### config.mk
export PLATFORM = sky130hd
export DESIGN_NAME = signal_lamp_channel_driver
export DESIGN_NICKNAME = d
export VERILOG_FILES = /design/src/hw/rtl/slcd_pkg.sv /design/src/hw/rtl/slcd_lane.sv /design/src/hw/rtl/slcd_state.sv /design/src/hw/rtl/slcd_seq.sv /design/src/hw/rtl/signal_lamp_channel_driver.sv
export SDC_FILE = /design/constraint.sdc
export NUM_CORES = 1
export LEC_CHECK = 0
export BUFFER_PORTS_ARGS = -buffer_cell sky130_fd_sc_hd__clkbuf_2
export CORE_ASPECT_RATIO = 1.4
export CORE_MARGIN = 2
export CORE_UTILIZATION = 50
export DETAILED_ROUTE_END_ITERATION = 10
export PLACE_DENSITY = 0.75
export SYNTH_ARGS = -nofsm -noshare
export SYNTH_HDL_FRONTEND = slang
export SYNTH_HIERARCHICAL = 1
export SYNTH_SLANG_ARGS = --single-unit
### constraint.sdc
create_clock -name clk -period 2.2 [get_ports clk]
set_clock_uncertainty 0.2 [all_clocks]
set_input_delay 0 -clock clk [delete_from_list [all_inputs] [get_ports clk]]
set_output_delay 0 -clock clk [all_outputs]
set_load 0.02 [all_outputs]
### src/hw/rtl/slcd_pkg.sv
`timescale 1ns / 1ps
`default_nettype none

package slcd_pkg;

    localparam int NUM_CHANNELS = 32;
    localparam int MASK_W       = 32;
    localparam int LANES        = 4;
    localparam int BOARD_W      = 3;
    localparam int MAX_BOARDS   = 8;
    localparam int NUM_BOARDS   = (NUM_CHANNELS / LANES > MAX_BOARDS) ?
                                  MAX_BOARDS : NUM_CHANNELS / LANES;
    localparam int CH_W         = 5;
    localparam int KIND_W       = 3;
    localparam int TICK_W       = 8;
    localparam int LAMP_W       = 2;
    localparam int CFG_IDX_W    = 2;

    localparam logic [BOARD_W-1:0] LAST_BOARD  = BOARD_W'(NUM_BOARDS - 1);
    localparam logic [TICK_W-1:0]  FLASH_SPLIT = 8'd50;
    localparam logic [TICK_W-1:0]  RUN_TICKS   = 8'd3;

    localparam logic [KIND_W-1:0] KIND_LOAD      = 3'd0;
    localparam logic [KIND_W-1:0] KIND_AUTOFLASH = 3'd1;
    localparam logic [KIND_W-1:0] KIND_ALL_RED   = 3'd2;
    localparam logic [KIND_W-1:0] KIND_OFF       = 3'd3;
    localparam logic [KIND_W-1:0] KIND_TICK      = 3'd4;

    localparam logic [LAMP_W-1:0] LAMP_DARK   = 2'd0;
    localparam logic [LAMP_W-1:0] LAMP_GREEN  = 2'd1;
    localparam logic [LAMP_W-1:0] LAMP_YELLOW = 2'd2;
    localparam logic [LAMP_W-1:0] LAMP_RED    = 2'd3;

    localparam logic [CFG_IDX_W-1:0] REG_CHANNEL_ENABLED = 2'd0;
    localparam logic [CFG_IDX_W-1:0] REG_FLASH_YELLOW    = 2'd1;
    localparam logic [CFG_IDX_W-1:0] REG_FLASH_RED       = 2'd2;

    localparam logic [MASK_W-1:0] ENABLED_RESET      = 32'hFFFF_FFFF;
    localparam logic [MASK_W-1:0] FLASH_YELLOW_RESET = 32'h7777_7777;
    localparam logic [MASK_W-1:0] FLASH_RED_RESET    = 32'h8888_8888;

    typedef struct packed {
        logic [MASK_W-1:0] green;
        logic [MASK_W-1:0] yellow;
        logic [MASK_W-1:0] red;
        logic [MASK_W-1:0] flash;
    } masks_t;

    typedef struct packed {
        logic green;
        logic yellow;
        logic red;
        logic flash;
    } lamp_bits_t;

    typedef logic [LANES-1:0][LAMP_W-1:0] codes_t;

endpackage

`default_nettype wire

### src/hw/rtl/slcd_lane.sv
`timescale 1ns / 1ps
`default_nettype none

module slcd_lane (
    input  slcd_pkg::lamp_bits_t        bits,
    input  logic                        late,
    output logic [slcd_pkg::LAMP_W-1:0] code
);
    import slcd_pkg::*;

    always_comb
    begin
        priority if (bits.flash)
        begin
            priority if (bits.green)
                code = late ? LAMP_GREEN : LAMP_DARK;
            else if (bits.yellow && bits.red)
                code = late ? LAMP_RED : LAMP_YELLOW;
            else if (bits.red)
                code = late ? LAMP_RED : LAMP_DARK;
            else
                // yellow, or no color at all
                code = late ? LAMP_YELLOW : LAMP_DARK;
        end
        else if (bits.green)
            code = LAMP_GREEN;
        else if (bits.yellow)
            code = LAMP_YELLOW;
        else if (bits.red)
            code = LAMP_RED;
        else
            code = LAMP_DARK;
    end

endmodule

`default_nettype wire

### src/hw/rtl/slcd_state.sv
`timescale 1ns / 1ps
`default_nettype none

module slcd_state (
    input  logic                           clk,
    input  logic                           rst_n,
    input  logic                           cfg_write,
    input  logic [slcd_pkg::CFG_IDX_W-1:0] cfg_index,
    input  logic [slcd_pkg::MASK_W-1:0]    cfg_data,
    input  logic                           take,
    input  logic [slcd_pkg::KIND_W-1:0]    kind,
    input  slcd_pkg::masks_t               load_masks,
    output slcd_pkg::masks_t               masks
);
    import slcd_pkg::*;

    logic [MASK_W-1:0] enabled_reg;
    logic [MASK_W-1:0] flash_yellow_reg;
    logic [MASK_W-1:0] flash_red_reg;
    masks_t            masks_reg;
    masks_t            masks_next;

    always_ff @(posedge clk or negedge rst_n)
    begin
        if (!rst_n)
        begin
            enabled_reg      <= ENABLED_RESET;
            flash_yellow_reg <= FLASH_YELLOW_RESET;
            flash_red_reg    <= FLASH_RED_RESET;
        end
        else if (cfg_write)
        begin
            unique case (cfg_index)
                REG_CHANNEL_ENABLED: enabled_reg      <= cfg_data;
                REG_FLASH_YELLOW:    flash_yellow_reg <= cfg_data;
                REG_FLASH_RED:       flash_red_reg    <= cfg_data;
                default:             ;
            endcase
        end
    end

    always_comb
    begin
        masks_next = masks_reg;
        if (take)
        begin
            unique case (kind)
                KIND_LOAD:
                    masks_next = load_masks;
                KIND_AUTOFLASH:
                begin
                    masks_next.green  = '0;
                    masks_next.yellow = enabled_reg & flash_yellow_reg;
                    masks_next.red    = enabled_reg & flash_red_reg;
                    masks_next.flash  = enabled_reg;
                end
                KIND_ALL_RED:
                begin
                    masks_next       = '0;
                    masks_next.red   = enabled_reg;
                end
                KIND_OFF:
                    masks_next = '0;
                default:
                    masks_next = masks_reg;
            endcase
        end
    end

    always_ff @(posedge clk or negedge rst_n)
    begin
        if (!rst_n)
            masks_reg <= '0;
        else
            masks_reg <= masks_next;
    end

    assign masks = masks_reg;

endmodule

`default_nettype wire

### src/hw/rtl/slcd_seq.sv
`timescale 1ns / 1ps
`default_nettype none

module slcd_seq (
    input  logic                         clk,
    input  logic                         rst_n,
    input  logic                         in_valid,
    input  logic [slcd_pkg::KIND_W-1:0]  kind,
    input  logic [slcd_pkg::TICK_W-1:0]  tick_count,
    output logic                         in_stall,
    output logic                         take,
    output logic [slcd_pkg::BOARD_W-1:0] board_sel,
    output logic                         late,
    input  slcd_pkg::codes_t             codes,
    output logic                         out_valid,
    input  logic                         out_stall,
    output logic [slcd_pkg::BOARD_W-1:0] board,
    output logic [slcd_pkg::LAMP_W-1:0]  lamp_first,
    output logic [slcd_pkg::LAMP_W-1:0]  lamp_second,
    output logic [slcd_pkg::LAMP_W-1:0]  lamp_third,
    output logic [slcd_pkg::LAMP_W-1:0]  lamp_fourth,
    output logic                         run_pulse,
    output logic                         last
);
    import slcd_pkg::*;

    logic                pend_reg;
    logic [BOARD_W-1:0]  board_reg;
    logic [TICK_W-1:0]   tick_reg;
    logic                out_valid_reg;
    logic [BOARD_W-1:0]  board_out_reg;
    codes_t              codes_reg;
    logic                run_reg;
    logic                last_reg;
    logic                load_en;
    logic                last_load;

    assign load_en   = pend_reg && (!out_valid_reg || !out_stall);
    assign last_load = load_en && (board_reg == LAST_BOARD);
    // a new request may enter as the final board of a tick moves out
    assign in_stall  = pend_reg && !last_load;
    assign take      = in_valid && !in_stall;
    assign board_sel = board_reg;
    assign late      = (tick_reg >= FLASH_SPLIT);

    always_ff @(posedge clk or negedge rst_n)
    begin
        if (!rst_n)
        begin
            pend_reg  <= 1'b0;
            board_reg <= '0;
        end
        else if (take && (kind == KIND_TICK))
        begin
            pend_reg  <= 1'b1;
            board_reg <= '0;
        end
        else if (load_en)
        begin
            pend_reg  <= !last_load;
            board_reg <= board_reg + BOARD_W'(1);
        end
    end

    always_ff @(posedge clk)
    begin
        if (take && (kind == KIND_TICK))
            tick_reg <= tick_count;
    end

    always_ff @(posedge clk or negedge rst_n)
    begin
        if (!rst_n)
            out_valid_reg <= 1'b0;
        else if (load_en)
            out_valid_reg <= 1'b1;
        else if (!out_stall)
            out_valid_reg <= 1'b0;
    end

    // merge the lane codes into one board result
    always_ff @(posedge clk)
    begin
        if (load_en)
        begin
            board_out_reg <= board_reg;
            codes_reg     <= codes;
            run_reg       <= (tick_reg < RUN_TICKS);
            last_reg      <= (board_reg == LAST_BOARD);
        end
    end

    assign out_valid   = out_valid_reg;
    assign board       = board_out_reg;
    assign lamp_first  = codes_reg[0];
    assign lamp_second = codes_reg[1];
    assign lamp_third  = codes_reg[2];
    assign lamp_fourth = codes_reg[3];
    assign run_pulse   = run_reg;
    assign last        = last_reg;

endmodule

`default_nettype wire

### src/hw/rtl/signal_lamp_channel_driver.sv
`timescale 1ns / 1ps
`default_nettype none

// channel   handshake              payload
// -------   --------------------   ------------------------------------------
// in        in_valid / in_stall    kind, green/yellow/red/flash_mask, tick_count
// out       out_valid / out_stall  board, lamp_first..fourth, run_pulse, last
// cfg       cfg_write              cfg_index, cfg_data
//
// A tick request yields one board result per cycle unless out_stall holds,
// one for each of eight boards; the board counter steps the four lamp lanes.
// Mode and status requests yield no board result.
// Reset clears all lamp masks (all dark) and loads the register defaults.
// While a tick is still emitting, in_stall holds until its last board moves
// into the output register; out_stall holds the output register.

module signal_lamp_channel_driver (
    input  logic                           clk,
    input  logic                           rst_n,
    input  logic                           cfg_write,
    input  logic [slcd_pkg::CFG_IDX_W-1:0] cfg_index,
    input  logic [slcd_pkg::MASK_W-1:0]    cfg_data,
    input  logic                           in_valid,
    output logic                           in_stall,
    input  logic [slcd_pkg::KIND_W-1:0]    kind,
    input  logic [slcd_pkg::MASK_W-1:0]    green_mask,
    input  logic [slcd_pkg::MASK_W-1:0]    yellow_mask,
    input  logic [slcd_pkg::MASK_W-1:0]    red_mask,
    input  logic [slcd_pkg::MASK_W-1:0]    flash_mask,
    input  logic [slcd_pkg::TICK_W-1:0]    tick_count,
    output logic                           out_valid,
    input  logic                           out_stall,
    output logic [slcd_pkg::BOARD_W-1:0]   board,
    output logic [slcd_pkg::LAMP_W-1:0]    lamp_first,
    output logic [slcd_pkg::LAMP_W-1:0]    lamp_second,
    output logic [slcd_pkg::LAMP_W-1:0]    lamp_third,
    output logic [slcd_pkg::LAMP_W-1:0]    lamp_fourth,
    output logic                           run_pulse,
    output logic                           last
);
    import slcd_pkg::*;

    masks_t             load_masks;
    masks_t             masks;
    logic               take;
    logic [BOARD_W-1:0] board_sel;
    logic               late;
    codes_t             codes;

    assign load_masks.green  = green_mask;
    assign load_masks.yellow = yellow_mask;
    assign load_masks.red    = red_mask;
    assign load_masks.flash  = flash_mask;

    slcd_state u_state (
        .clk        (clk),
        .rst_n      (rst_n),
        .cfg_write  (cfg_write),
        .cfg_index  (cfg_index),
        .cfg_data   (cfg_data),
        .take       (take),
        .kind       (kind),
        .load_masks (load_masks),
        .masks      (masks)
    );

    for (genvar l = 0; l < LANES; l++)
    begin : g_lane
        localparam logic [1:0] LANE_ID = 2'(l);
        logic [CH_W-1:0] ch;
        lamp_bits_t      bits;

        assign ch          = {board_sel, LANE_ID};
        assign bits.green  = masks.green[ch];
        assign bits.yellow = masks.yellow[ch];
        assign bits.red    = masks.red[ch];
        assign bits.flash  = masks.flash[ch];

        slcd_lane u_lane (
            .bits (bits),
            .late (late),
            .code (codes[l])
        );
    end

    slcd_seq u_seq (
        .clk         (clk),
        .rst_n       (rst_n),
        .in_valid    (in_valid),
        .kind        (kind),
        .tick_count  (tick_count),
        .in_stall    (in_stall),
        .take        (take),
        .board_sel   (board_sel),
        .late        (late),
        .codes       (codes),
        .out_valid   (out_valid),
        .out_stall   (out_stall),
        .board       (board),
        .lamp_first  (lamp_first),
        .lamp_second (lamp_second),
        .lamp_third  (lamp_third),
        .lamp_fourth (lamp_fourth),
        .run_pulse   (run_pulse),
        .last        (last)
    );

endmodule

`default_nettype wire
==> results.py <==
metrics = {
    "clock_tree": {
        "cts_tree": "built",
        "clkTransAtPathRegs_ns": 0.07,
        "clkSinkCount": 250,
        "cts_buffers": 24,
        "insertion_delay_ns": 0.53,
        "htree_num_levels": 1,
        "clock-root-buffer": "clkbuf_16",
        "cts.path.max_buffers": 3,
    },
    "route": {
        "finalWirelength_um": 39190,
        "route.met3.wl_um": 3046,
        "via_per_inst": 6.111,
        "vias": 9588,
        "drtIter0Drc": 942,
        "wl_met1_um": 13550,
        "firstDrtPassIters": 9,
        "met2_length_um": 20060,
        "highest_layer": "met4",
        "ant_nets": 0,
        "route.detailed.drc": 0,
        "wl_per_cell_um": 24.98,
    },
    "power_and_ir_drop": {
        "p_per_area_mw_per_mm2": 1173,
        "power.internal_uw": 12860,
        "p_comb_share_pct": 34.4,
        "p_total_uw": 18760,
        "seq_power_share_pct": 42.1,
        "swShare_pct": 31.48,
        "static-leakage-power_uw": 0.007277,
        "vdd_drop_max_uv": 796.1,
        "clkPwrFrac_pct": 23.5,
        "p_switching_uw": 5907,
    },
    "sta": {
        "max_freq_ghz": 0.4201,
        "tightestPinTransition_ns": 0.6353,
        "finalSetupViolations": 111,
        "slew_headroom_pct": 57.65,
        "hold_viol": 0,
        "hold-worst-slack_ns": 0.03581,
        "fin_crit_sh_pct": 108.2,
        "fin_crit_ns": 2.381,
        "slew_violations": 0,
        "finalWorstSetupSlack_ns": -0.1805,
        "rsz0062_at_grt": "true",
    },
    "yosys": {
        "synthTopCellsByCount": "dfrtp_1 (165), mux2_2 (104), nand2_1 (69)",
        "synth_top_area_share_pct": 36.41,
        "netlist_area_sq_mm": 0.01134,
        "synth-edff-count": 21,
        "syn-mean-instance-area_sq_um": 13.34,
        "syn_nets": 1030,
        "yosysSeqAreaShare_pct": 56.80,
        "yosys.cell_count.top_type": "dfrtp_1",
        "synthArstFlopShare_pct": 91.60,
        "synth_top_cell_by_area": "dfrtp_1",
        "ys_ff_latch": 250,
        "synth_warnings": 6,
        "synth_cells": 850,
        "synth_cell_types": 44,
        "ys.flop_type": "dfrtp_1",
        "synthTopCellsByArea": "dfrtp_1 (36%), dfstp_2 (15%), mux2_2 (10%), mux4_1 (6.5%), edfxtp_1 (5.6%)",
    },
    "setup_path": {
        "worstSetupEndpointType": "register",
        "path_delay_family": "multiplexers",
        "crit_slowest_cell": "mux4_2",
        "crit_fanout": 6,
        "crit_arrival_ns": 2.46,
        "r2r_slack_ns": -0.18,
        "slowest_delay_ns": 0.48,
        "required_ns": 2.28,
        "critPathKind": "reg -> reg",
        "path_cells": "buf_12, buf_16, mux4_2, mux2_4, or2_1, a21oi_2, nor3_2",
        "path_buf_inv": 2,
        "cp-start-kind": "register",
    },
    "die": {
        "die-area_sq_mm": 0.02392,
        "fp.dieH_um": 182.2,
        "initial_core_util_pct": 50.52,
        "core_area_sq_mm": 0.02245,
        "io_pins": 193,
        "row_count": 65,
        "die_w_um": 131.3,
    },
    "outcome": {
        "run_status": "finished with violations",
        "violations": "setup timing",
    },
    "global_route": {
        "gr-total-overflow": 0,
        "antenna_found_initial": 0,
        "grt_max_degree": 79,
        "grt_first_pass_wirelength_um": 58590,
        "grt_pass1_vias": 10145,
        "track_usage_pct": 32.14,
    },
    "finish": {
        "largest_reg_flops": 128,
        "utilization_pct": 71.27,
        "final_net_count": 1429,
        "drive_gt1_share_pct": 41.04,
        "area.growth.synth_to_final_pct": 41.06,
    },
    "worst_hold_path": {
        "hp-class": "in -> reg",
    },
    "run": {
        "max-cap-violations": 0,
    },
    "placement": {
        "place_ws_ns": -0.1313,
        "io_buffer_count": 192,
        "hpwl_um": 23330,
        "gp_congestion": 0.8563,
    },
}
==> layout make-up <==
type	count	area, sq um
diodes	1	2.502
well taps	301	376.6
repair buffers	438	3717
inverters	38	142.6
multi-input cells	497	4483
flip-flops and latches	250	6442
clock buffers	36	718.2
clock inverters	8	115.1
fillers	1450	6449
==> placed cells by master, fill, tap and decap left out, types with 7 or more instances in the layout <==
cell	count
clkbuf_1	7
o21ai_0	13
buf_4	33
buf_12	20
dlygate4sd3_1	181
inv_1	37
clkbuf_16	29
mux2_1	8
mux2_2	92
o21ai_1	19
a222oi_1	32
mux4_1	9
mux4_2	23
a22o_1	32
dfrtp_1	164
nor2_1	8
mux2_4	12
clkbuf_2	190
dfstp_2	64
edfxtp_1	21
a22oi_2	10
nand3_1	31
a22oi_1	54
a21oi_1	32
nand2_1	69
==> worst min-delay path, stage by stage <==
cell and delay, ns:
clkbuf_2 0.12, nor3b_4 0.05, buf_4 0.28, mux2_1 0.27
==> cells by family (layout without fill, tap and decap cells) <==
logic type	count (synthesis)	count (layout)	synth area share, %
adder cells (fa/ha/maj)	2	2	0.2206
buffers and inverters	103	520	4.556
multiplexers	144	144	18.40
other	0	1	0
flip-flops	250	250	56.80
AND/OR/NAND/NOR	140	140	6.222
AO/OA/AOI/OAI	211	211	13.80
==> through the flow <==
stage	cell area, sq um	TNS (ns)	cells
4_1_cts	15860	-5.211	1564
3_5_place_dp	12890	-2.583	1324
2_1_floorplan	11350	-0.9611	850
3_3_place_gp	12890	-0.4803	1324
5_1_grt	16000	-18.80	1568
6_report	16000	-9.059	1569
==> power groups by stage <==
stage	clock (uW)	sequential (uW)	combinational (uW)
4_1_cts	4410	7800	6120
3_5_place_dp	0	7860	5390
3_3_place_gp	0	7810	5190
5_1_grt	4630	7970	6920
2_1_floorplan	0	7320	3820
6_report	4400	7900	6460
==> path summary, 6_finish.rpt <==
| kind | startpoint | end | cells after the start |
|---|---|---|---|
| setup / recovery | u_seq/board_sel[0]$_DFFE_PN0P_ | u_seq/lamp_third[1]$_DFFE_PP_ | 7 |
| hold / removal | cfg_index[0] | u_state/enabled_reg[2]$_DFFE_PN1P_ | 4 |
| setup reg to reg | u_seq/board_sel[0]$_DFFE_PN0P_ | u_seq/lamp_third[1]$_DFFE_PP_ | 7 |
| hold reg to reg | u_state/masks[103]$_DFFE_PN0P_ | u_state/masks[103]$_DFFE_PN0P_ | 1 |
| max in group asynchronous | rst_n | u_state/flash_yellow_reg[25]$_DFFE_PN1P_ | 4 |
| min in group asynchronous | rst_n | u_state/masks[4]$_DFFE_PN0P_ | 3 |
==> metal layers <==
layer | up-vias | GRT usage, %
met1 | 4799 | 37.69
met3 | 160 | 4.583
met4 | 0 | 20.61
met5 | - | 0
li1 | 4021 | -
met2 | 608 | 55.66
==> what timing repair did <==
action | 4_1_cts | 5_1_grt
endpoints found under the setup margin | 78 | 137
hold buffers | 181 | 0
hold endpoints to repair | 473 | 0
pin swaps | 2 | 15
gates resized for setup | 21 | 25
cloned | 5 | 3
buffers inserted | 10 | 1
Note: power is estimated with default switching activity, not from simulation.
